## config.mk

```make
export PLATFORM = sky130hd
export DESIGN_NAME = cpu_and_memory_utilization_core_flat
export DESIGN_NICKNAME = d
export VERILOG_FILES = /design/src/hw/rtl/cmu_pkg.sv /design/src/hw/rtl/cmu_in_if.sv /design/src/hw/rtl/cmu_out_if.sv /design/src/hw/rtl/cpu_and_memory_utilization_core.sv /design/src/hw/rtl/cmu_ctrl.sv /design/src/hw/rtl/cmu_datapath.sv /design/src/flat_wrapper.sv
export SDC_FILE = /design/constraint.sdc
export NUM_CORES = 2
export LEC_CHECK = 0
export ABC_AREA = 1
export BUFFER_PORTS_ARGS = -buffer_cell sky130_fd_sc_hd__buf_4
export CAP_MARGIN = 20
export CORE_MARGIN = 2
export CORE_UTILIZATION = 45
export CTS_BUF_LIST = sky130_fd_sc_hd__clkbuf_4 sky130_fd_sc_hd__clkbuf_8 sky130_fd_sc_hd__clkbuf_16
export DETAILED_ROUTE_END_ITERATION = 8
export SETUP_SLACK_MARGIN = 0.4
export SYNTH_ARGS = -nofsm -noshare
export SYNTH_HDL_FRONTEND = slang
export SYNTH_SLANG_ARGS = --single-unit
```

## constraint.sdc

```tcl
create_clock -name clk -period 7.2 [get_ports clk]
set_clock_uncertainty 0.1 [all_clocks]
set_input_delay 0.72 -clock clk [delete_from_list [all_inputs] [get_ports clk]]
set_output_delay 0.72 -clock clk [all_outputs]
set_load 0.03 [all_outputs]
```

## src/hw/rtl/cmu_pkg.sv

```systemverilog
// Package for the CPU and memory utilization core.
// Holds the sample and result types, widths, and the controller-datapath command set.
// No dependencies.
package cmu_pkg;

    // Field widths.
    localparam int TimeW  = 48;
    localparam int CntW   = 8;
    localparam int PctW   = 7;

    // Span is an uptime delta times the CPU count.
    localparam int SpanW  = TimeW + CntW;
    // Dividend is a part times 100, and the part stays below 2^56.
    localparam int NumW   = SpanW + 7;
    // Divisor is the whole shifted up by the top quotient bit.
    localparam int QuoTop = PctW - 1;
    localparam int DenW   = SpanW + QuoTop;

    // The quotient is below 100, so the divider produces seven bits.
    localparam int DivSteps = PctW;
    localparam int StepW    = $clog2(DivSteps);

    localparam logic [PctW-1:0] PctZero = '0;
    localparam logic [PctW-1:0] PctFull = PctW'(100);

    // One monitoring sample.
    typedef struct packed {
        logic [TimeW-1:0] sys_uptime;
        logic [TimeW-1:0] idle_ms;
        logic [CntW-1:0]  cpu_count;
        logic             cpu_sample_ok;
        logic [TimeW-1:0] mem_total;
        logic [TimeW-1:0] mem_free;
    } cmu_in_t;

    // One result.
    typedef struct packed {
        logic [PctW-1:0] cpu_busy_pct;
        logic [PctW-1:0] mem_used_pct;
    } cmu_out_t;

    // Datapath operations issued by the controller.
    typedef enum logic [3:0] {
        DP_NOP,
        DP_CAPTURE,
        DP_SPAN,
        DP_PART,
        DP_SCALE_A,
        DP_SCALE_B,
        DP_DIV_STEP,
        DP_SAVE,
        DP_PUBLISH
    } dp_op_t;

    typedef struct packed {
        dp_op_t op;
        logic   sel_mem;
    } cmu_cmd_t;

    typedef struct packed {
        logic skip_div;
    } cmu_status_t;

endpackage

```

## src/hw/rtl/cmu_in_if.sv

```systemverilog
// Sample request channel: valid, ready and one monitoring sample.
// Depends on cmu_pkg.
interface cmu_in_if;
    import cmu_pkg::*;

    logic    valid;
    logic    ready;
    cmu_in_t data;

    modport source (output valid, output data, input ready);
    modport sink (input valid, input data, output ready);
endinterface

```

## src/hw/rtl/cmu_out_if.sv

```systemverilog
// Result request channel: valid, ready and one pair of percentages.
// Depends on cmu_pkg.
interface cmu_out_if;
    import cmu_pkg::*;

    logic     valid;
    logic     ready;
    cmu_out_t data;

    modport source (output valid, output data, input ready);
    modport sink (input valid, input data, output ready);
endinterface

```

## src/hw/rtl/cpu_and_memory_utilization_core.sv

```systemverilog
// Top level of the CPU and memory utilization core; joins controller and datapath.
// Depends on cmu_pkg, cmu_in_if, cmu_out_if, cmu_ctrl and cmu_datapath.
//
// Each accepted sample yields one result: the CPU busy percentage over the interval
// since the previous valid CPU sample, and the memory used percentage, both floored.
// From acceptance to result, a sample passes through the capture, the span multiply,
// then for each percentage two setup steps, a third setup step and a restoring
// division on the single shared divider (both skipped when the result is forced to
// 0 or 100) and a save step, and finally the load of the output register. Loading
// waits for as long as the previous result is still held and not taken. The next
// sample is accepted in the cycle after the result is loaded, while that result may
// still wait to be taken.
module cpu_and_memory_utilization_core (
    input logic       clk,
    input logic       rst_n,
    cmu_in_if.sink    in_ch,
    cmu_out_if.source out_ch
);
    import cmu_pkg::*;

    cmu_cmd_t    cmd;
    cmu_status_t status;

    // Sequencer.
    cmu_ctrl u_ctrl (
        .clk       (clk),
        .rst_n     (rst_n),
        .in_valid  (in_ch.valid),
        .in_ready  (in_ch.ready),
        .out_valid (out_ch.valid),
        .out_ready (out_ch.ready),
        .cmd       (cmd),
        .status    (status)
    );

    // Arithmetic and storage.
    cmu_datapath u_datapath (
        .clk    (clk),
        .rst_n  (rst_n),
        .sample (in_ch.data),
        .cmd    (cmd),
        .status (status),
        .result (out_ch.data)
    );

`ifndef SYNTH
    // Once a request is taken, no further request is taken on the next edge.
    a_busy_after_accept: assert property (@(posedge clk) disable iff (!rst_n)
        (in_ch.valid && in_ch.ready) |=> !in_ch.ready)
        else $error("input accepted while a request is in progress");

    // Percentages never exceed 100.
    a_pct_range: assert property (@(posedge clk) disable iff (!rst_n)
        out_ch.valid |-> ((out_ch.data.cpu_busy_pct <= PctFull)
                          && (out_ch.data.mem_used_pct <= PctFull)))
        else $error("percentage out of range");

    // A new result appears only at the end of a request's processing.
    a_result_after_work: assert property (@(posedge clk) disable iff (!rst_n)
        $rose(out_ch.valid) |-> $past(!in_ch.ready))
        else $error("result published while idle");
`endif

endmodule

```

## src/hw/rtl/cmu_ctrl.sv

```systemverilog
// Controller state machine for the utilization core.
// Sequences capture, span, the two shared divisions and the output register.
// Depends on cmu_pkg.
module cmu_ctrl (
    input  logic                 clk,
    input  logic                 rst_n,
    input  logic                 in_valid,
    output logic                 in_ready,
    output logic                 out_valid,
    input  logic                 out_ready,
    output cmu_pkg::cmu_cmd_t    cmd,
    input  cmu_pkg::cmu_status_t status
);
    import cmu_pkg::*;

    typedef enum logic [2:0] {
        S_IDLE,
        S_SPAN,
        S_PART,
        S_SCALE_A,
        S_SCALE_B,
        S_DIV,
        S_SAVE,
        S_DONE
    } state_t;

    state_t           state_reg;
    logic             mem_reg;
    logic [StepW-1:0] step_reg;
    logic             out_valid_reg;
    logic             can_publish;

    // The output register is free when empty or being drained this cycle.
    assign can_publish = !out_valid_reg || out_ready;
    assign in_ready    = (state_reg == S_IDLE);
    assign out_valid   = out_valid_reg;

    // Command decode from the current state.
    always_comb
    begin
        cmd.op      = DP_NOP;
        cmd.sel_mem = mem_reg;
        case (state_reg)
            S_IDLE:    cmd.op = in_valid ? DP_CAPTURE : DP_NOP;
            S_SPAN:    cmd.op = DP_SPAN;
            S_PART:    cmd.op = DP_PART;
            S_SCALE_A: cmd.op = DP_SCALE_A;
            S_SCALE_B: cmd.op = DP_SCALE_B;
            S_DIV:     cmd.op = DP_DIV_STEP;
            S_SAVE:    cmd.op = DP_SAVE;
            S_DONE:    cmd.op = can_publish ? DP_PUBLISH : DP_NOP;
            default:   cmd.op = DP_NOP;
        endcase
    end

    // State, phase, step counter and output valid.
    always_ff @(posedge clk or negedge rst_n)
    begin
        if (!rst_n)
        begin
            state_reg     <= S_IDLE;
            mem_reg       <= 1'b0;
            step_reg      <= '0;
            out_valid_reg <= 1'b0;
        end
        else
        begin
            if (state_reg == S_DONE && can_publish)
            begin
                out_valid_reg <= 1'b1;
            end
            else if (out_ready)
            begin
                out_valid_reg <= 1'b0;
            end

            case (state_reg)
                S_IDLE:
                begin
                    if (in_valid)
                    begin
                        mem_reg   <= 1'b0;
                        state_reg <= S_SPAN;
                    end
                end
                S_SPAN:
                begin
                    state_reg <= S_PART;
                end
                S_PART:
                begin
                    state_reg <= S_SCALE_A;
                end
                S_SCALE_A:
                begin
                    // A forced result of 0 or 100 needs no division.
                    state_reg <= status.skip_div ? S_SAVE : S_SCALE_B;
                end
                S_SCALE_B:
                begin
                    step_reg  <= '0;
                    state_reg <= S_DIV;
                end
                S_DIV:
                begin
                    step_reg <= step_reg + 1'b1;
                    if (step_reg == StepW'(DivSteps - 1))
                    begin
                        state_reg <= S_SAVE;
                    end
                end
                S_SAVE:
                begin
                    if (!mem_reg)
                    begin
                        mem_reg   <= 1'b1;
                        state_reg <= S_PART;
                    end
                    else
                    begin
                        state_reg <= S_DONE;
                    end
                end
                S_DONE:
                begin
                    if (can_publish)
                    begin
                        state_reg <= S_IDLE;
                    end
                end
                default:
                begin
                    state_reg <= S_IDLE;
                end
            endcase
        end
    end

endmodule

```

## src/hw/rtl/cmu_datapath.sv

```systemverilog
// Datapath for the utilization core: sample history, span multiplier,
// shared seven-step restoring divider and the result register. Depends on cmu_pkg.
module cmu_datapath (
    input  logic                 clk,
    input  logic                 rst_n,
    input  cmu_pkg::cmu_in_t     sample,
    input  cmu_pkg::cmu_cmd_t    cmd,
    output cmu_pkg::cmu_status_t status,
    output cmu_pkg::cmu_out_t    result
);
    import cmu_pkg::*;

    // History of the previous valid CPU sample.
    logic [TimeW-1:0] last_uptime_reg;
    logic [TimeW-1:0] last_idle_reg;
    logic             have_last_reg;

    // Captured sample values.
    logic [TimeW-1:0] dt_reg;
    logic [TimeW-1:0] didle_reg;
    logic [CntW-1:0]  ncpu_reg;
    logic             cpu_go_reg;
    logic [TimeW-1:0] total_reg;
    logic [TimeW-1:0] free_reg;

    // Division operands and working registers.
    logic [SpanW-1:0] span_reg;
    logic [SpanW-1:0] part_reg;
    logic [SpanW-1:0] whole_reg;
    logic             force0_reg;
    logic             force100_reg;
    logic [NumW-1:0]  num_reg;
    logic [DenW-1:0]  den_reg;
    logic [PctW-1:0]  quo_reg;
    logic [PctW-1:0]  cpu_pct_reg;
    logic [PctW-1:0]  mem_pct_reg;
    logic [PctW-1:0]  out_cpu_reg;
    logic [PctW-1:0]  out_mem_reg;

    logic             cpu_go_next;
    logic [TimeW-1:0] didle_next;
    logic [SpanW-1:0] didle_ext;
    logic             div_fits;
    logic [PctW-1:0]  pct_next;

    // The CPU percentage is computed only with a valid sample, history, elapsed time and CPUs.
    assign cpu_go_next = sample.cpu_sample_ok && have_last_reg
                         && (sample.sys_uptime > last_uptime_reg)
                         && (sample.cpu_count != '0);
    // Idle time going backwards counts as no idle time.
    assign didle_next  = (sample.idle_ms > last_idle_reg)
                         ? (sample.idle_ms - last_idle_reg) : '0;
    assign didle_ext   = SpanW'(didle_reg);
    assign div_fits    = (num_reg >= NumW'(den_reg));
    assign pct_next    = force0_reg ? PctZero : (force100_reg ? PctFull : quo_reg);

    assign status.skip_div     = force0_reg || force100_reg;
    assign result.cpu_busy_pct = out_cpu_reg;
    assign result.mem_used_pct = out_mem_reg;

    // History update on each accepted sample.
    always_ff @(posedge clk or negedge rst_n)
    begin
        if (!rst_n)
        begin
            last_uptime_reg <= '0;
            last_idle_reg   <= '0;
            have_last_reg   <= 1'b0;
        end
        else if (cmd.op == DP_CAPTURE)
        begin
            if (sample.cpu_sample_ok)
            begin
                last_uptime_reg <= sample.sys_uptime;
                last_idle_reg   <= sample.idle_ms;
                have_last_reg   <= 1'b1;
            end
            else
            begin
                have_last_reg <= 1'b0;
            end
        end
    end

    // Payload registers, one operation per cycle.
    always_ff @(posedge clk)
    begin
        case (cmd.op)
            DP_CAPTURE:
            begin
                dt_reg     <= sample.sys_uptime - last_uptime_reg;
                didle_reg  <= didle_next;
                ncpu_reg   <= sample.cpu_count;
                cpu_go_reg <= cpu_go_next;
                total_reg  <= sample.mem_total;
                free_reg   <= sample.mem_free;
            end
            DP_SPAN:
            begin
                span_reg <= SpanW'(dt_reg) * SpanW'(ncpu_reg);
            end
            DP_PART:
            begin
                if (cmd.sel_mem)
                begin
                    whole_reg    <= SpanW'(total_reg);
                    part_reg     <= SpanW'(total_reg - free_reg);
                    force0_reg   <= (total_reg == '0) || (free_reg >= total_reg);
                    force100_reg <= (free_reg == '0);
                end
                else
                begin
                    // Idle delta is clamped to the span.
                    whole_reg    <= span_reg;
                    part_reg     <= (didle_ext > span_reg) ? '0 : (span_reg - didle_ext);
                    force0_reg   <= !cpu_go_reg;
                    force100_reg <= (didle_reg == '0);
                end
            end
            DP_SCALE_A:
            begin
                // part * 100 = part * 64 + part * 32 + part * 4, in two adds.
                num_reg <= (NumW'(part_reg) << 6) + (NumW'(part_reg) << 5);
                den_reg <= DenW'(whole_reg) << QuoTop;
                quo_reg <= '0;
            end
            DP_SCALE_B:
            begin
                num_reg <= num_reg + (NumW'(part_reg) << 2);
            end
            DP_DIV_STEP:
            begin
                // One quotient bit per step, most significant first.
                if (div_fits)
                begin
                    num_reg <= num_reg - NumW'(den_reg);
                end
                quo_reg <= {quo_reg[PctW-2:0], div_fits};
                den_reg <= den_reg >> 1;
            end
            DP_SAVE:
            begin
                if (cmd.sel_mem)
                begin
                    mem_pct_reg <= pct_next;
                end
                else
                begin
                    cpu_pct_reg <= pct_next;
                end
            end
            DP_PUBLISH:
            begin
                out_cpu_reg <= cpu_pct_reg;
                out_mem_reg <= mem_pct_reg;
            end
            default:
            begin
            end
        endcase
    end

endmodule
```

## src/flat_wrapper.sv

```systemverilog
// flat-port wrapper written by rule: the top's interface ports become plain ports
module cpu_and_memory_utilization_core_flat import cmu_pkg::*;
  (clk, rst_n, in_ch_valid, in_ch_data, in_ch_ready, out_ch_valid, out_ch_data, out_ch_ready);
  cmu_in_if in_ch_i ();
  cmu_out_if out_ch_i ();
  input logic clk;
  input logic rst_n;
  input wire logic [$bits(in_ch_i.valid)-1:0] in_ch_valid;
  input wire logic [$bits(in_ch_i.data)-1:0] in_ch_data;
  output wire logic [$bits(in_ch_i.ready)-1:0] in_ch_ready;
  output wire logic [$bits(out_ch_i.valid)-1:0] out_ch_valid;
  output wire logic [$bits(out_ch_i.data)-1:0] out_ch_data;
  input wire logic [$bits(out_ch_i.ready)-1:0] out_ch_ready;
  assign in_ch_i.valid = in_ch_valid;
  assign in_ch_i.data = in_ch_data;
  assign in_ch_ready = in_ch_i.ready;
  assign out_ch_valid = out_ch_i.valid;
  assign out_ch_data = out_ch_i.data;
  assign out_ch_i.ready = out_ch_ready;
  cpu_and_memory_utilization_core u_core (.clk(clk), .rst_n(rst_n), .in_ch(in_ch_i), .out_ch(out_ch_i));
endmodule
```

# == Yosys cells after proc, flatten, opt, wreduce, memory -nomap -nowiden ==
# Index checks and enable logic that the tools add are counted.
# op_classes
reduce_logical,25
bitwise,1
eq_ne,20
n_shift,0
magnitude_cmp,5
n_mul,1
div_mod_pow,0
muxes,26
n_addsub,8
# ops
operator,n
63-bit one-hot mux with 3 select lines,1
48-bit zero test,3
62-bit one-hot mux with 2 select lines,1
56-bit 2-to-1 mux,2
48-bit > comparator,2
48-bit subtractor,2
62-bit by 61-bit adder with 63-bit output,1
63-bit by 58-bit adder with 63-bit output,1
63-bit by 62-bit >= comparator with 1-bit output,1
63-bit 2-to-1 mux,1
63-bit by 62-bit subtractor with 63-bit output,1
48-bit by 56-bit > comparator with 1-bit output,1
48-bit by 8-bit multiplier with 56-bit output,1
56-bit by 48-bit subtractor with 56-bit output,1
48-bit by 48-bit subtractor with 49-bit output,1
48-bit >= comparator,1
48-bit 2-to-1 mux,1
4-bit one-hot mux with 8 select lines,1
3-bit one-hot mux with 8 select lines,1
4-bit by 3-bit equality test with 1-bit output (second input constant),4
3-bit equality test (second input constant),5
7-bit 2-to-1 mux,2
7-bit one-hot mux with 2 select lines,1
3-bit 2-to-1 mux,4
22 further kinds,46
# word_totals
regBits,636
ramBits,0
out_inout_bits,16
word_cells,112
mem_count,0
inputBits,205
mem_bits_ro,0
latch_bits,0

# == Logic depth before layout (Yosys ltp) ==
# logic_depth
depth_word,7
ltp_mapped,24
depth_no_buf,22

# == By module ==
# A second synthesis with hierarchy kept.
# hier_totals
hier_cells,10303
area_unflattened_um2,68169.1
# modules_own_cells
module,n_inst,area_each_um2,cells_per_inst,seq_area_each_um2
cmu_datapath,1,67568.6,10223,18372.6
cmu_ctrl,1,600.6,80,200.2

# == Worst setup path after synthesis ==
# No wires, ideal clock.
# synth_path
path_type,reg-to-reg
startpoint,reg u_core.u_ctrl.state_reg[1]
endpoint,reg u_core.u_datapath.force0_reg (enable)
path_stages_with_launch,4
n_path_buf,0
synth_period_minus_slack_ns,6.209
required_time_ns,6.512
setup_time_ns,0.588
path_slack_ns,0.991
t_arrival_ns,5.521
cell_sequence,dfrtp_1 -> inv_1 -> or2_2 -> nor2_1
# synth_via
elab_chain_len,3
elab_cells_between_ends,10
cone_classes,8 x eq/ne; 1 x mux; 1 x reduce/logical
# synth_lines
item,line,rtl
from (decl),cmu_ctrl.sv:27,state_t state_reg;
from (signal assigned),cmu_ctrl.sv:97,state_reg <= status.skip_div ? S_SAVE : S_SCALE_B;
"3-bit equality test, or another cell as far along",cmu_ctrl.sv:43,case (state_reg)
4-bit one-hot mux with 8 select lines (*),cmu_ctrl.sv:43,
4-bit by 2-bit equality test with 1-bit output (*),cmu_datapath.sv:88,case (cmd.op)
to (signal assigned),cmu_datapath.sv:108,force0_reg <= (total_reg == '0) || (free_reg >= total_reg);
to (signal assigned),cmu_datapath.sv:116,force0_reg <= !cpu_go_reg;
to (decl),cmu_datapath.sv:30,logic force0_reg;
# Mark *: on every way between the ends. The rest lies on a longest branch, timed or not.
# A chain may end at the register's enable or synchronous reset.

# == Worst setup path after layout ==
# layout_path
startpoint,reg u_core.u_datapath.ncpu_reg[2]
endpoint,"reg u_core.u_datapath.span_reg[52], data pin"
# layout_via
elab_chain_len,1
# layout_lines
item,line,rtl
from (decl),cmu_datapath.sv:21,logic [CntW-1:0] ncpu_reg;
from (signal assigned),cmu_datapath.sv:93,ncpu_reg <= sample.cpu_count;
48-bit by 8-bit multiplier with 56-bit output,cmu_datapath.sv:100,span_reg <= SpanW'(dt_reg) * SpanW'(ncpu_reg);
to (signal assigned),cmu_datapath.sv:100,
to (decl),cmu_datapath.sv:27,logic [SpanW-1:0] span_reg;
# Every way passes these cells.

==> impl_metrics.csv <==
group,metric,value,unit
place,hpwl,250.2,mm
yosys,synth.distinct_cells,50,
worst_setup_path,crit_path_start_kind,"register",
clock_network,cts_made_buffers,79,
worst_setup_path,path_delay_family,"adder cells",
finish,drive_above_1_share,0.04712,
sta,tightestPinTransition,1.227,ns
grt,antenna_found_initial,25,
clock_network,htreeDepth,3,
worst_setup_path,crit_slowest_cell,"edfxtp_1",
finish,finalNonFillerCells,12500,
yosys,synth-edff-count,531,
worst_setup_path,path_buf_inv,3,
clock_network,clk_pin_slew,0.06,ns
yosys,async_flop_share,0.1651,
clock_network,cts_hold_buf,0,
sta,fin_crit_sh,0.8301,
worst_setup_path,cpMostUsedCell,"nand2_1",
grt,grt_remaining_overflow,0,
finish,design_area,74210,um^2
yosys,syn_area_per_cell,6.614,um^2
worst_setup_path,critPathCaptureType,"register",
sta,slew_viol_final,0,
worst_setup_path,arrival,6.34,ns
detailed_routing,wl_per_cell,23.43,um
yosys,syn_inst,10230,
yosys,yosysMostFrequentCell,"nand2_1",
min_path,hold_path_class,"input port to asynchronous set/reset pin",
clock_network,cts_root_buf,"clkbuf_16",
grt,track_usage,0.3782,
finish,largest_reg_flops,63,
sta,relSlewSlack,0.1819,
detailed_routing,drt-total-wl,292.9,mm
sta,finalSetupViolations,0,
place,dpl_cell_area,71420,um^2
clock_network,cts.sinks,636,
clock_network,worstSkewPairLatency,0.73,ns
status,outcome,"finished clean",
place,portBuffers,220,
sta,max_freq,167.3,MHz
detailed_routing,ant_nets,0,
detailed_routing,dr.first_iter.drc_count,6572,
yosys,synth_area_leaders,"edfxtp_1, nand2_1, inv_1",
floorplanning,core,149600,um^2
yosys,yosys.area.top_type,"edfxtp_1",
worst_setup_path,cp_data_required_time,7.56,ns
yosys,netlist_top_cells_count,"nand2_1, inv_1, nor2_1, a21oi_1, nand3_1",
sta,period_needed,5.977,ns
clock_network,postCtsSetupBuffers,0,
detailed_routing,num_vias,67620,
sta,hold_violations,0,
yosys,synth_area,67650,um^2
detailed_routing,drc_errors,0,
job,maxCapViolCount,0,
finish,fin_nets,11330,
clock_network,cts_resized,0,
floorplanning,die_area,153500,um^2
floorplanning,start_util,0.4522,
yosys,ys_seq_elements,636,
finish,area_growth_syn_to_layout,9.691,%
grt,grt_pass1_vias,66010,
yosys,synth_top_area_share,0.2357,
floorplanning,ios,221,
detailed_routing,via_per_inst,5.410,
sta,fin_setup_tns,0,ns
grt,grt_max_degree,190,
worst_setup_path,crit_chain,"nand2_1, fa_1, fa_1, inv_1, fa_1, inv_1, fa_1, inv_1, ha_1, a21oi_1, o21ai_0, a21oi_1, o21ai_0, nand2_1, nand2_1, nand2_1, nand3_1, nand2_1, nand2_1",
worst_setup_path,max_stage_delay,1.01,ns
place,gp_congestion,1.087,
floorplanning,die_y,391.7,um
floorplanning,row_count,142,
grt,grt_pass1_wl,423.7,mm
finish,fillers,15360,
yosys,synthFlopType,"edfxtp_1",
worst_setup_path,crit_path_max_fanout,23,
clock_network,cts_buffer_depth,3,
yosys,yosysSeqAreaShare,0.2745,
place,placed_cells,12330,
yosys,syn-num-nets,11160,
floorplanning,die_width,391.7,um
worst_setup_path,critPathKind,"register to register",
yosys,yosys_warnings,0,
finish,final_util,0.4961,
clock_network,tritoncts,"yes",
detailed_routing,drt_first_pass_iters,8,
sta,rsz0062_at_grt,"false",
cell type report:
| cell class | count | area [um^2] | area share |
|---|---|---|---|
| inverters | 2142 | 8053 | 0.1085 |
| multi-input cells | 7285 | 40340 | 0.5436 |
| well taps | 2016 | 2522 | 0.03399 |
| diodes | 20 | 50.05 | 0.0006744 |
| clock buffers | 96 | 2136 | 0.02878 |
| clock inverters | 51 | 584.3 | 0.007874 |
| repair buffers | 253 | 1953 | 0.02632 |
| flip-flops and latches | 636 | 18570 | 0.2503 |
cell families after synthesis:
group / count (synthesis) / share of synthesized area
AO/OA/AOI/OAI: 1250 / 0.09920
XOR/XNOR: 142 / 0.01838
adder cells (fa/ha/maj): 728 / 0.1660
buffers and inverters: 2308 / 0.1300
flip-flops: 636 / 0.2745
AND/OR/NAND/NOR: 5165 / 0.3119
per-stage QoR:
step	setup slack (ns)	hold slack, ns
6_report	1.223	0.04251
5_1_grt	1.083	0.06336
4_1_cts	1.366	0.03019
3_5_place_dp	1.398	0.3045
3_3_place_gp	1.423	0.3006
2_1_floorplan	0.9908	0.3003
path summary, 6_finish.rpt:
| kind | cells past startpoint | from | slack (ns) | end |
|---|---|---|---|---|
| min reg2reg | 0 | u_core.u_datapath.mem_pct_reg[3] | 0.32 | u_core.u_datapath.out_mem_reg[3] |
| max reg2reg | 19 | u_core.u_datapath.ncpu_reg[2] | 1.22 | u_core.u_datapath.span_reg[52] |
| max | 19 | u_core.u_datapath.ncpu_reg[2] | 1.22 | u_core.u_datapath.span_reg[52] |
| max in group asynchronous | 2 | rst_n | 5.72 | u_core.u_datapath.last_idle_reg[1] |
| min in group clk | 1 | in_ch_data[14] | 0.07 | u_core.u_datapath.free_reg[14] |
| min | 1 | rst_n | 0.04 | u_core.u_datapath.last_uptime_reg[32] |
cells in the final DEF, fill, tap and decap left out, types with 122 or more instances in the layout:
cell type and n:
nor2_1 871, o21ai_0 494, edfxtp_1 531, fa_1 283, nand3_1 549, buf_4 248
inv_1 2135, nand2_1 3339, nand4_1 122, a21oi_1 555, ha_1 445
worst reg2reg max path: stages, from the launching register on:
cell and delay [ns]:
edfxtp_1 1.01, nand2_1 0.21, fa_1 0.55, fa_1 0.54, inv_1 0.05, fa_1 0.47
inv_1 0.06, fa_1 0.48, inv_1 0.04, ha_1 0.33, a21oi_1 0.22, o21ai_0 0.15
a21oi_1 0.36, o21ai_0 0.48, nand2_1 0.18, nand2_1 0.12, nand2_1 0.15, nand3_1 0.09
nand2_1 0.08, nand2_1 0.05
metal layers:
| layer | GRT usage | up-vias | part of all wire |
|---|---|---|---|
| met5 | 0 | - | 0.00020 |
| met4 | 0.2913 | 8 | 0.088 |
| met3 | 0.04883 | 742 | 0.066 |
| met2 | 0.6339 | 2898 | 0.47 |
| met1 | 0.4395 | 31580 | 0.38 |
| li1 | - | 32390 | - |
Power is not shown: default switching activity piles up to over one toggle a cycle in this logic, so the estimate is an artifact.
